### src/rtl/ate_pkg.sv
`timescale 1ns / 1ps
`default_nettype none

package ate_pkg;

  localparam int CMD_W = 2;
  localparam int POS_W = 5;
  localparam int DATA_W = 32;
  localparam int IDX_W = 5;
  localparam int ST_W = 2;
  localparam int DEPTH_DEFAULT = 16;

  typedef enum logic [CMD_W-1:0] {
    CMD_SEARCH = 2'd0,
    CMD_UPDATE = 2'd1,
    CMD_REMOVE = 2'd2,
    CMD_INSERT = 2'd3
  } cmd_t;

  typedef enum logic [ST_W-1:0] {
    ST_OK        = 2'd0,
    ST_NOT_FOUND = 2'd1,
    ST_BAD_POS   = 2'd2,
    ST_FULL      = 2'd3
  } status_t;

  typedef struct packed {
    cmd_t                     command;
    logic [POS_W-1:0]         position;
    logic signed [DATA_W-1:0] data_value;
  } req_t;

  typedef struct packed {
    logic signed [DATA_W-1:0] old_value;
    logic [IDX_W-1:0]         found_index;
    status_t                  status;
    logic [IDX_W-1:0]         entry_count;
  } res_t;

endpackage

`default_nettype wire

### src/rtl/ate_ram.sv
`timescale 1ns / 1ps
`default_nettype none

module ate_ram #(
  parameter int DEPTH = ate_pkg::DEPTH_DEFAULT,
  parameter int AW = (DEPTH > 1) ? $clog2(DEPTH) : 1
) (
  input  wire logic                         clk,
  input  wire logic                         we,
  input  wire logic [AW-1:0]                waddr,
  input  wire logic [ate_pkg::DATA_W-1:0]   wdata,
  input  wire logic                         re,
  input  wire logic [AW-1:0]                raddr,
  output logic      [ate_pkg::DATA_W-1:0]   rdata
);
  import ate_pkg::*;

  logic [DATA_W-1:0] mem [DEPTH];

  always_ff @(posedge clk) begin
    if (we) begin
      mem[waddr] <= wdata;
    end
  end

  always_ff @(posedge clk) begin
    if (re) begin
      rdata <= mem[raddr];
    end
  end

endmodule

`default_nettype wire

### src/rtl/ate_seq.sv
`timescale 1ns / 1ps
`default_nettype none

module ate_seq #(
  parameter int DEPTH = ate_pkg::DEPTH_DEFAULT
) (
  input  wire logic          clk,
  input  wire logic          rst,
  input  wire logic          req_valid,
  output logic               req_ready,
  input  wire ate_pkg::req_t req,
  output logic               res_valid,
  input  wire logic          res_ready,
  output ate_pkg::res_t      res
);
  import ate_pkg::*;

  localparam int AW = (DEPTH > 1) ? $clog2(DEPTH) : 1;
  localparam int CW = $clog2(DEPTH + 1);
  localparam int XW = (CW > POS_W) ? CW : POS_W;

  typedef enum logic [6:0] {
    S_IDLE = 7'b0000001,
    S_SCAN = 7'b0000010,
    S_GET  = 7'b0000100,
    S_DOWN = 7'b0001000,
    S_UP   = 7'b0010000,
    S_PUT  = 7'b0100000,
    S_DONE = 7'b1000000
  } state_t;

  state_t            state;
  logic [CW-1:0]     count;
  logic [CW-1:0]     j;
  cmd_t              cmd_r;
  logic [CW-1:0]     pos_r;
  logic [DATA_W-1:0] val_r;
  logic [DATA_W-1:0] old_r;
  logic [CW-1:0]     idx_r;
  status_t           st_r;

  logic              we;
  logic [AW-1:0]     waddr;
  logic [DATA_W-1:0] wdata;
  logic              re;
  logic [AW-1:0]     raddr;
  logic [DATA_W-1:0] rdata;

  logic [XW-1:0]     pos_x;
  logic [XW-1:0]     cnt_x;
  logic [CW:0]       j_p1;
  logic [CW:0]       j_p2;
  logic [CW-1:0]     j_m1;
  logic [CW-1:0]     j_m2;
  logic [CW-1:0]     cnt_m1;
  logic              pos_lt;
  logic              pos_gt;
  logic              is_full;
  logic              hit;

  assign pos_x   = XW'(req.position);
  assign cnt_x   = XW'(count);
  assign pos_lt  = pos_x < cnt_x;
  assign pos_gt  = pos_x > cnt_x;
  assign is_full = count >= CW'(DEPTH);
  assign j_p1    = {1'b0, j} + (CW+1)'(1);
  assign j_p2    = {1'b0, j} + (CW+1)'(2);
  assign j_m1    = j - CW'(1);
  assign j_m2    = j - CW'(2);
  assign cnt_m1  = count - CW'(1);
  assign hit     = rdata == val_r;

  assign req_ready = state == S_IDLE;
  assign res_valid = state == S_DONE;

  assign res.old_value   = old_r;
  assign res.found_index = IDX_W'(idx_r);
  assign res.status      = st_r;
  assign res.entry_count = IDX_W'(count);

  ate_ram #(
    .DEPTH(DEPTH),
    .AW   (AW)
  ) u_ram (
    .clk  (clk),
    .we   (we),
    .waddr(waddr),
    .wdata(wdata),
    .re   (re),
    .raddr(raddr),
    .rdata(rdata)
  );

  always_comb begin
    re    = 1'b0;
    raddr = '0;
    we    = 1'b0;
    waddr = '0;
    wdata = val_r;
    unique case (state)
      S_IDLE: begin
        if (req_valid) begin
          unique case (req.command)
            CMD_SEARCH: begin
              re = count != '0;
            end
            CMD_UPDATE, CMD_REMOVE: begin
              re    = pos_lt;
              raddr = pos_x[AW-1:0];
            end
            CMD_INSERT: begin
              if (!pos_gt && !is_full) begin
                if (pos_x == cnt_x) begin
                  we    = 1'b1;
                  waddr = pos_x[AW-1:0];
                  wdata = req.data_value;
                end else begin
                  re    = 1'b1;
                  raddr = cnt_m1[AW-1:0];
                end
              end
            end
            default: begin
              re = 1'b0;
            end
          endcase
        end
      end
      S_SCAN: begin
        re    = !hit && (j_p1 < (CW+1)'(count));
        raddr = j_p1[AW-1:0];
      end
      S_GET: begin
        if (cmd_r == CMD_UPDATE) begin
          we    = 1'b1;
          waddr = j[AW-1:0];
        end else begin
          re    = j_p1 < (CW+1)'(count);
          raddr = j_p1[AW-1:0];
        end
      end
      S_DOWN: begin
        we    = 1'b1;
        waddr = j[AW-1:0];
        wdata = rdata;
        re    = j_p2 < (CW+1)'(count);
        raddr = j_p2[AW-1:0];
      end
      S_UP: begin
        we    = 1'b1;
        waddr = j[AW-1:0];
        wdata = rdata;
        re    = j_m1 > pos_r;
        raddr = j_m2[AW-1:0];
      end
      S_PUT: begin
        we    = 1'b1;
        waddr = pos_r[AW-1:0];
      end
      S_DONE: begin
        re = 1'b0;
      end
      default: begin
        re = 1'b0;
      end
    endcase
  end

  always_ff @(posedge clk) begin
    if (rst) begin
      state <= S_IDLE;
      count <= '0;
    end else begin
      unique case (state)
        S_IDLE: begin
          if (req_valid) begin
            cmd_r <= req.command;
            pos_r <= CW'(pos_x);
            val_r <= req.data_value;
            old_r <= '0;
            idx_r <= '0;
            unique case (req.command)
              CMD_SEARCH: begin
                j <= '0;
                if (count == '0) begin
                  st_r  <= ST_NOT_FOUND;
                  state <= S_DONE;
                end else begin
                  st_r  <= ST_OK;
                  state <= S_SCAN;
                end
              end
              CMD_UPDATE, CMD_REMOVE: begin
                j <= CW'(pos_x);
                if (pos_lt) begin
                  st_r  <= ST_OK;
                  state <= S_GET;
                end else begin
                  st_r  <= ST_BAD_POS;
                  state <= S_DONE;
                end
              end
              CMD_INSERT: begin
                j <= count;
                if (pos_gt) begin
                  st_r  <= ST_BAD_POS;
                  state <= S_DONE;
                end else if (is_full) begin
                  st_r  <= ST_FULL;
                  state <= S_DONE;
                end else if (pos_x == cnt_x) begin
                  st_r  <= ST_OK;
                  count <= count + CW'(1);
                  state <= S_DONE;
                end else begin
                  st_r  <= ST_OK;
                  state <= S_UP;
                end
              end
              default: begin
                j     <= '0;
                st_r  <= ST_OK;
                state <= S_DONE;
              end
            endcase
          end
        end
        S_SCAN: begin
          if (hit) begin
            idx_r <= j;
            state <= S_DONE;
          end else if (j_p1 >= (CW+1)'(count)) begin
            idx_r <= count;
            st_r  <= ST_NOT_FOUND;
            state <= S_DONE;
          end else begin
            j <= j_p1[CW-1:0];
          end
        end
        S_GET: begin
          old_r <= rdata;
          if (cmd_r == CMD_UPDATE) begin
            state <= S_DONE;
          end else if (j_p1 < (CW+1)'(count)) begin
            state <= S_DOWN;
          end else begin
            count <= cnt_m1;
            state <= S_DONE;
          end
        end
        S_DOWN: begin
          if (j_p2 < (CW+1)'(count)) begin
            j <= j_p1[CW-1:0];
          end else begin
            count <= cnt_m1;
            state <= S_DONE;
          end
        end
        S_UP: begin
          if (j_m1 > pos_r) begin
            j <= j_m1;
          end else begin
            state <= S_PUT;
          end
        end
        S_PUT: begin
          count <= count + CW'(1);
          state <= S_DONE;
        end
        S_DONE: begin
          if (res_ready) begin
            state <= S_IDLE;
          end
        end
        default: begin
          state <= S_IDLE;
        end
      endcase
    end
  end

endmodule

`default_nettype wire

### src/rtl/array_table_engine.sv
// An insert at the end of the table, and a command that fails or searches an empty table, goes
// straight from idle to done; an update passes through the get state; a search, remove or insert
// that walks the table moves one entry per cycle through the single-port-read RAM.
// A new request is taken only while the sequencer is idle; the output register lets the next
// transaction start while a result waits. Reset clears the entry count, sequencer state and output
// valid flag; table contents are not cleared and no clearing pass is needed.
`timescale 1ns / 1ps
`default_nettype none

module array_table_engine #(
  parameter int DEPTH = ate_pkg::DEPTH_DEFAULT
) (
  input  wire logic                               clk,
  input  wire logic                               rst,
  input  wire logic                               in_valid,
  output logic                                    in_ready,
  input  wire logic [ate_pkg::CMD_W-1:0]          command,
  input  wire logic [ate_pkg::POS_W-1:0]          position,
  input  wire logic signed [ate_pkg::DATA_W-1:0]  data_value,
  output logic                                    out_valid,
  input  wire logic                               out_ready,
  output logic signed [ate_pkg::DATA_W-1:0]       old_value,
  output logic [ate_pkg::IDX_W-1:0]               found_index,
  output logic [ate_pkg::ST_W-1:0]                status,
  output logic [ate_pkg::IDX_W-1:0]               entry_count
);
  import ate_pkg::*;

  req_t req;
  res_t res;
  logic res_valid;
  logic res_ready;

  assign req.command    = cmd_t'(command);
  assign req.position   = position;
  assign req.data_value = data_value;

  assign res_ready = !out_valid || out_ready;

  ate_seq #(
    .DEPTH(DEPTH)
  ) u_seq (
    .clk      (clk),
    .rst      (rst),
    .req_valid(in_valid),
    .req_ready(in_ready),
    .req      (req),
    .res_valid(res_valid),
    .res_ready(res_ready),
    .res      (res)
  );

  always_ff @(posedge clk) begin
    if (rst) begin
      out_valid <= 1'b0;
    end else if (res_ready) begin
      out_valid <= res_valid;
    end
  end

  always_ff @(posedge clk) begin
    if (res_ready && res_valid) begin
      old_value   <= res.old_value;
      found_index <= res.found_index;
      status      <= res.status;
      entry_count <= res.entry_count;
    end
  end

endmodule

`default_nettype wire

### config.mk
export PLATFORM = sky130hd
export DESIGN_NAME = array_table_engine
export DESIGN_NICKNAME = d
export VERILOG_FILES = /design/src/rtl/ate_pkg.sv /design/src/rtl/ate_ram.sv /design/src/rtl/ate_seq.sv /design/src/rtl/array_table_engine.sv
export SDC_FILE = /design/constraint.sdc
export NUM_CORES = 1
export LEC_CHECK = 0
export BUFFER_PORTS_ARGS = -buffer_cell sky130_fd_sc_hd__buf_4
export CORE_ASPECT_RATIO = 0.7
export CORE_MARGIN = 1
export CORE_UTILIZATION = 37
export CTS_BUF_LIST = sky130_fd_sc_hd__clkbuf_2 sky130_fd_sc_hd__clkbuf_4 sky130_fd_sc_hd__clkbuf_8
export CTS_CLUSTER_DIAMETER = 40
export DETAILED_ROUTE_END_ITERATION = 10
export SETUP_SLACK_MARGIN = 0.3
export SYNTH_ARGS = -nofsm -noshare
export SYNTH_HDL_FRONTEND = slang
export SYNTH_HIERARCHICAL = 1
export SYNTH_SLANG_ARGS = --single-unit
### constraint.sdc
create_clock -name clk -period 11.1 [get_ports clk]
set_clock_uncertainty 0.15 [all_clocks]
set_input_delay 2.22 -clock clk [delete_from_list [all_inputs] [get_ports clk]]
set_output_delay 2.22 -clock clk [all_outputs]
set_load 0.02 [all_outputs]
# [Yosys cells after proc, flatten, opt, wreduce, memory -nomap -nowiden]
# Memory sizes are Yosys's and may differ from the RTL's. A register that Yosys moved wholly into a read port is not among the register bits.
# Cells that the tools add are included.
[totals] inputBits=43 output_inout_bits=46 word_cells=160 ramBits=512 n_memories=1 reg_bits=140
[classes] mux=77 addsub=6 n_reduce_logical=25 n_eq_ne=29 bitwise_logic=1 n_lt_le_gt_ge=7
[mem_list] name="u_seq.u_ram.mem" depth=16 word_bits=32 read_ports=1 rd_clocked_by_memory_dff=1 write_ports=1 line_no="ate_ram.sv:18" text="logic [DATA_W-1:0] mem [DEPTH];"
[ops] operator="$mux W32" count=5
[ops] operator="$pmux W32 S2" count=2
[ops] operator="$mux W7" count=13
[ops] operator="$mux W5" count=16
[ops] operator="$pmux W7 S7" count=1
[ops] operator="$pmux W5 S4" count=2
[ops] operator="$mux W4" count=9
[ops] operator="$eq A32 B32 Y1" count=1
[ops] operator="$pmux W7 S3" count=1
[ops] operator="$pmux W4 S5" count=1
[ops] operator="$ne A2 B2 Y1 const B" count=9
[ops] operator="$pmux W4 S4" count=1
[ops] operator="$pmux W5 S3" count=1
[ops] operator="$lt A6 B5 Y1" count=2
[ops] operator="$mux W1" count=12
[ops] operator="$mux W2" count=6
[ops] operator="$ne A2 B1 Y1 const B" count=6
[ops] operator="$gt A5 B5 Y1" count=2
[ops] operator="$pmux W5 S2" count=1
[ops] operator="$reduce_and A5 Y1" count=2
[ops] operator="$sub A5 B1 Y5 const B" count=2
[ops] operator="$reduce_and A9 Y1" count=1
[ops] operator="$pmux W4 S2" count=1
[ops] operator="$reduce_bool A4 Y1" count=2
[ops] operator="other kinds (35)" count=46

# [Longest topological paths before layout]
[logic_depth] ltp_word=9 ltp_mapped=14 mapped_depth_nobuf=12

# [By module]
# Netlist, hierarchy kept.
[by_module_without_submodules] module="ate_ram" area_per_inst_um2=20155.6 cells_each=838 seq_area_each_um2=16335.7 instances=1
[by_module_without_submodules] module="ate_seq" area_per_inst_um2=5830.6 cells_each=585 seq_area_each_um2=2732.6 instances=1
[by_module_without_submodules] module="array_table_engine" area_per_inst_um2=1376.3 cells_each=49 seq_area_each_um2=1341.3 instances=1

# [Least setup slack after synthesis]
# Ideal clock, no wire load.
[synth_timing] kind="input to register" start="input port command[0] in the netlist's numbering" end="memory u_seq.u_ram.mem[0][0] (enable)" required_ns=10.489 setup_ns=0.461 stages=10 n_path_buf=3 arrival_ns=6.349 path_slack_ns=4.140 cell_sequence="ha_1 -> clkbuf_1 -> nor2b_1 -> nand4_1 -> nor2_1 -> buf_2 -> buf_1 -> nand3b_1 -> or3b_2 -> nor3_1"
[synth_via] elab_chain_len=6 elab_cells_between_ends=9 classes_between="eq/ne: 1; mux: 8"
[synth_rtl] element="start: declaration" line_no="array_table_engine.sv:17" text="input wire logic [ate_pkg::CMD_W-1:0] command,"
[synth_rtl] element="$eq A2 B2 Y1" line_no="ate_seq.sv:103" text="unique case (req.command)"
[synth_rtl] element="$mux W1" line_no="ate_seq.sv:103"
[synth_rtl] element="$mux W1" line_no="ate_seq.sv:102" text="if (req_valid) begin"
[synth_rtl] element="$pmux W1 S3" line_no="ate_seq.sv:100" text="unique case (state)"
[synth_rtl] element="named net u_seq.we" line_no="ate_seq.sv:42" text="logic we;"
[synth_rtl] element="$mux W1" line_no="ate_ram.sv:21" text="if (we) begin"
[synth_rtl] element="$mux W1 (not written as such)" line_no="ate_ram.sv:22" text="mem[waddr] <= wdata;"
[synth_rtl] element="end: declaration" line_no="ate_ram.sv:18"
# The timed path passes the listed nets, and every way through them passes these cells.

# [Final worst setup path]
[layout_timing] start="input port position[2] in the netlist's numbering" end="memory u_seq.u_ram.mem[12][8] (enable)"
[layout_via] elab_cells_between_ends=16 classes_between="order compare: 1; eq/ne: 1; mux: 12; reduce/logical: 2"
[layout_rtl] element="start: declaration" line_no="array_table_engine.sv:18" text="input wire logic [ate_pkg::POS_W-1:0] position,"
[layout_rtl] element="$gt A5 B5 Y1" line_no="ate_seq.sv:64" text="assign pos_gt = pos_x > cnt_x;"
[layout_rtl] element="$logic_not A1 Y1" line_no="ate_seq.sv:112" text="if (!pos_gt && !is_full) begin"
[layout_rtl] element="$logic_and A1 B1 Y1" line_no="ate_seq.sv:112"
[layout_rtl] element="$mux W4 (*)" line_no="ate_seq.sv:112"
[layout_rtl] element="$mux W4 (*)" line_no="ate_seq.sv:103"
[layout_rtl] element="$mux W4 (*)" line_no="ate_seq.sv:102"
[layout_rtl] element="$pmux W4 S4 (*)" line_no="ate_seq.sv:100"
[layout_rtl] element="named net u_seq.waddr[3]" line_no="ate_seq.sv:43" text="logic [AW-1:0] waddr;"
# The timed path passes the listed nets; every way through them passes the cells marked *.

==> impl_metrics.json <==
{
  "status": "finished clean",
  "ant_nets": 0,
  "r2r-end": "u_seq/u_ram/rdata[20]",
  "grt-ovfl-total": 0,
  "cts_buffers": 105,
  "crit_path_start_kind": "primary input",
  "cp.required_ns": 11.28,
  "cts_tree": "yes",
  "crit_path_top_delay_cell": "nor3_2",
  "grt_max_degree": 68,
  "diodes": 0,
  "routedWlPerCell_um": 26.41,
  "ir_drop_mv": 0.08390,
  "fin_crit_ns": 6.113,
  "post_cts_resize_count": 0,
  "port-buffer-count": 88,
  "dieWidth_um": 327.0,
  "post-cts-setup-buffers": 0,
  "synthAdderAreaFrac": 0.01372,
  "end_kind": "flop",
  "p_total_w": 0.005526,
  "htree_levels": 3,
  "crit_type": "in2reg",
  "synth.most_common_cell": "edfxtp_1",
  "synth_compound_area_frac": 0.05067,
  "yosys-top-cells-area": "edfxtp_1 74%, mux4_2 11%, a22oi_1 2.8%",
  "min_from": "u_seq/old_r[8]",
  "drt_wl_total_um": 70800,
  "syn2layout_area_growth_pct": 14.50,
  "hold_class": "reg2reg",
  "synth_top_area_frac": 0.7364,
  "path_cells": "buf_4 -> ha_1 -> and4_1 -> nand4_1 -> nor2_4 -> buf_4 -> a222oi_1 -> inv_1 -> nand3_1 -> nor3_2 -> buf_4",
  "initial_utilization": 0.3737,
  "routed_via_density": 5.515,
  "clock-root-buffer": "clkbuf_8",
  "route.detailed.drc": 0,
  "syn_inst": 1472,
  "firstDrtPassIters": 9,
  "max_freq_mhz": 163.6,
  "avgSynthCellArea_sq_um": 18.59,
  "nets": 1696,
  "routabilityCongestion": 0.9041,
  "cap_violations": 0,
  "num_io_pins": 89,
  "clock_sinks": 684,
  "yosys.area_share.simple": 0.05268,
  "reg2reg_from": "u_seq/state[0]",
  "ys_async_sr_fraction": 0,
  "rsz0062_at_grt": "false",
  "yosysUniqueCellTypes": 64,
  "r2r_slack_ns": 5.57,
  "cp_max_fo": 25,
  "grt_first_pass_wirelength_um": 102900,
  "synth_top_family_by_area": "multiplexers",
  "synth.cell_area_sq_um": 27360,
  "crit_arrival_ns": 6.29,
  "leakage_nw": 10.15,
  "holdPathEnd": "old_value[8]",
  "hold_buffers": 0,
  "die_h_um": 229.5,
  "p_per_area_nw_per_um2": 176.4,
  "grt_pass1_vias": 14870,
  "hold_viol_final": 0,
  "cp_top_family": "simple AND/OR/NAND/NOR gates",
  "core_sq_um": 73210,
  "clkSlewWorstSetupHoldPaths_ns": 0.06,
  "whs_path_depth": 0,
  "antenna_found_initial": 2,
  "synth_common_cells": "671 x edfxtp_1, 128 x mux4_2, 120 x nand2_1",
  "synth_ff_type": "edfxtp_1",
  "synth_seq_area_share": 0.7459,
  "drive_above_1_share": 0.2623,
  "ys_seq_elements": 684,
  "fin_tns_setup_ns": 0,
  "relSlewSlack": 0.2160,
  "synthMuxAreaShare": 0.1065,
  "fp-row-count": 83,
  "drv_slew": 0,
  "dp_hpwl_um": 39200,
  "cp_slowest_stage_delay_ns": 0.77,
  "finalSetupViolCount": 0,
  "track_usage": 0.1894,
  "path_buf_inv": 4,
  "worstRegToRegCells": 9,
  "dieArea_sq_um": 75060,
  "synth_edf_count": 671,
  "clockBufferDepth": 3,
  "yosys_warnings": 6,
  "yosys.area.top_type": "edfxtp_1",
  "synth_xor_area_frac": 0.01376,
  "path_depth": 11,
  "dr_total_vias": 14790,
  "cp_common_cell": "buf_4",
  "drt-initial-drc-count": 1796,
  "clkLatencyLatePin_ns": 0.71,
  "tightest_slew_ns": 1.176,
  "syn_nets": 1545,
  "fillers": 6427,
  "min_period_over_period": 0.5507
}
where the power goes:
group | switching (W) | internal [W]
Sequential | 0.0000395 | 0.00293
Clock | 0.000985 | 0.00104
Combinational | 0.000345 | 0.000192
Total | 0.00137 | 0.00416
kinds of logic (layout without fill, tap and decap cells):
kind of cell	after synthesis	after routing
muxes	131	131
buffers and inverters	103	335
xor gates and xnor gates	43	43
adders and majority gates	30	30
AOI/OAI and AO/OA	193	193
DFF	684	684
and+or+nand+nor	288	288
registers in the layout, summed over array words and instances, names as in the netlist:
register	flops
u_seq/val_r	32
u_seq/idx_r	5
u_seq/u_ram/mem	512
u_seq/old_r	32
u_seq/cmd_r	2
u_seq/state	7
out_valid	1
status	2
found_index	5
u_seq/st_r	2
u_seq/u_ram/rdata	32
old_value	32
u_seq/j	5
entry_count	5
u_seq/pos_r	5
u_seq/cnt_x	5
worst max path at each step:
stage                      startpoint                 endpoint  slack [ns]
after CTS                 position[2]   u_seq/u_ram/mem[12][5]        4.97
after global placement    position[3]  u_seq/u_ram/mem[12][10]        4.35
final                     position[2]   u_seq/u_ram/mem[12][8]        4.99
after floorplan            command[0]    u_seq/u_ram/mem[0][0]        4.14
after detailed placement  position[2]  u_seq/u_ram/mem[12][10]        4.24
after global routing      position[3]   u_seq/u_ram/mem[12][5]        4.76
routing by layer:
metal / GRT usage / part of all wire / up-vias
li1: - / - / 6266
met1: 0.2817 / 0.44 / 7694
met2: 0.2836 / 0.45 / 724
met3: 0.03975 / 0.093 / 101
met4: 0.04527 / 0.016 / 0
met5: 0 / 0 / -
stage by stage:
step / setup WS (ns) / utilization / cell area, sq um / std cells / hold WS, ns
after global placement: 4.355 / 0.4006 / 29330 / 2493 / 0.2548
after detailed placement: 4.236 / 0.4006 / 29330 / 2493 / 0.2545
final: 4.987 / 0.4279 / 31330 / 2681 / 0.2679
after global routing: 4.759 / 0.4279 / 31330 / 2681 / 0.2752
after CTS: 4.975 / 0.4279 / 31330 / 2681 / 0.2689
after floorplan: 4.140 / - / 27360 / 1472 / 0.2503
cell usage in the layout, fill, tap and decap left out, types with 4 or more instances in the layout:
cell type,count
a211oi_1,4
a21oi_1,30
a222oi_1,4
a22oi_1,103
and2_1,34
and4_1,4
buf_4,119
clkbuf_4,29
clkbuf_8,106
clkinv_1,28
clkinv_2,10
clkinvlp_4,6
dfxtp_1,13
edfxtp_1,671
ha_1,30
inv_1,27
mux4_2,128
nand2_1,120
nand2b_1,11
nand3_1,4
nand3b_1,5
nand4_1,7
nor2_1,26
nor2_4,17
nor2b_1,4
nor3_1,10
nor3_2,4
nor4_1,12
o21ai_0,19
o31ai_1,4
or3_1,9
or4_1,6
xnor2_1,6
xor2_1,37
final cells by class:
cell class | instances | area [sq um] | area share
multi-input cells | 685 | 6688 | 0.2134
clock inverters | 53 | 324.1 | 0.01034
clock buffers | 135 | 1677 | 0.05351
flip-flops and latches | 684 | 20410 | 0.6514
well taps | 977 | 1222 | 0.03902
repair buffers | 119 | 893.4 | 0.02851
inverters | 28 | 117.6 | 0.003754
No activity file was read; power rests on OpenSTA's default activity.
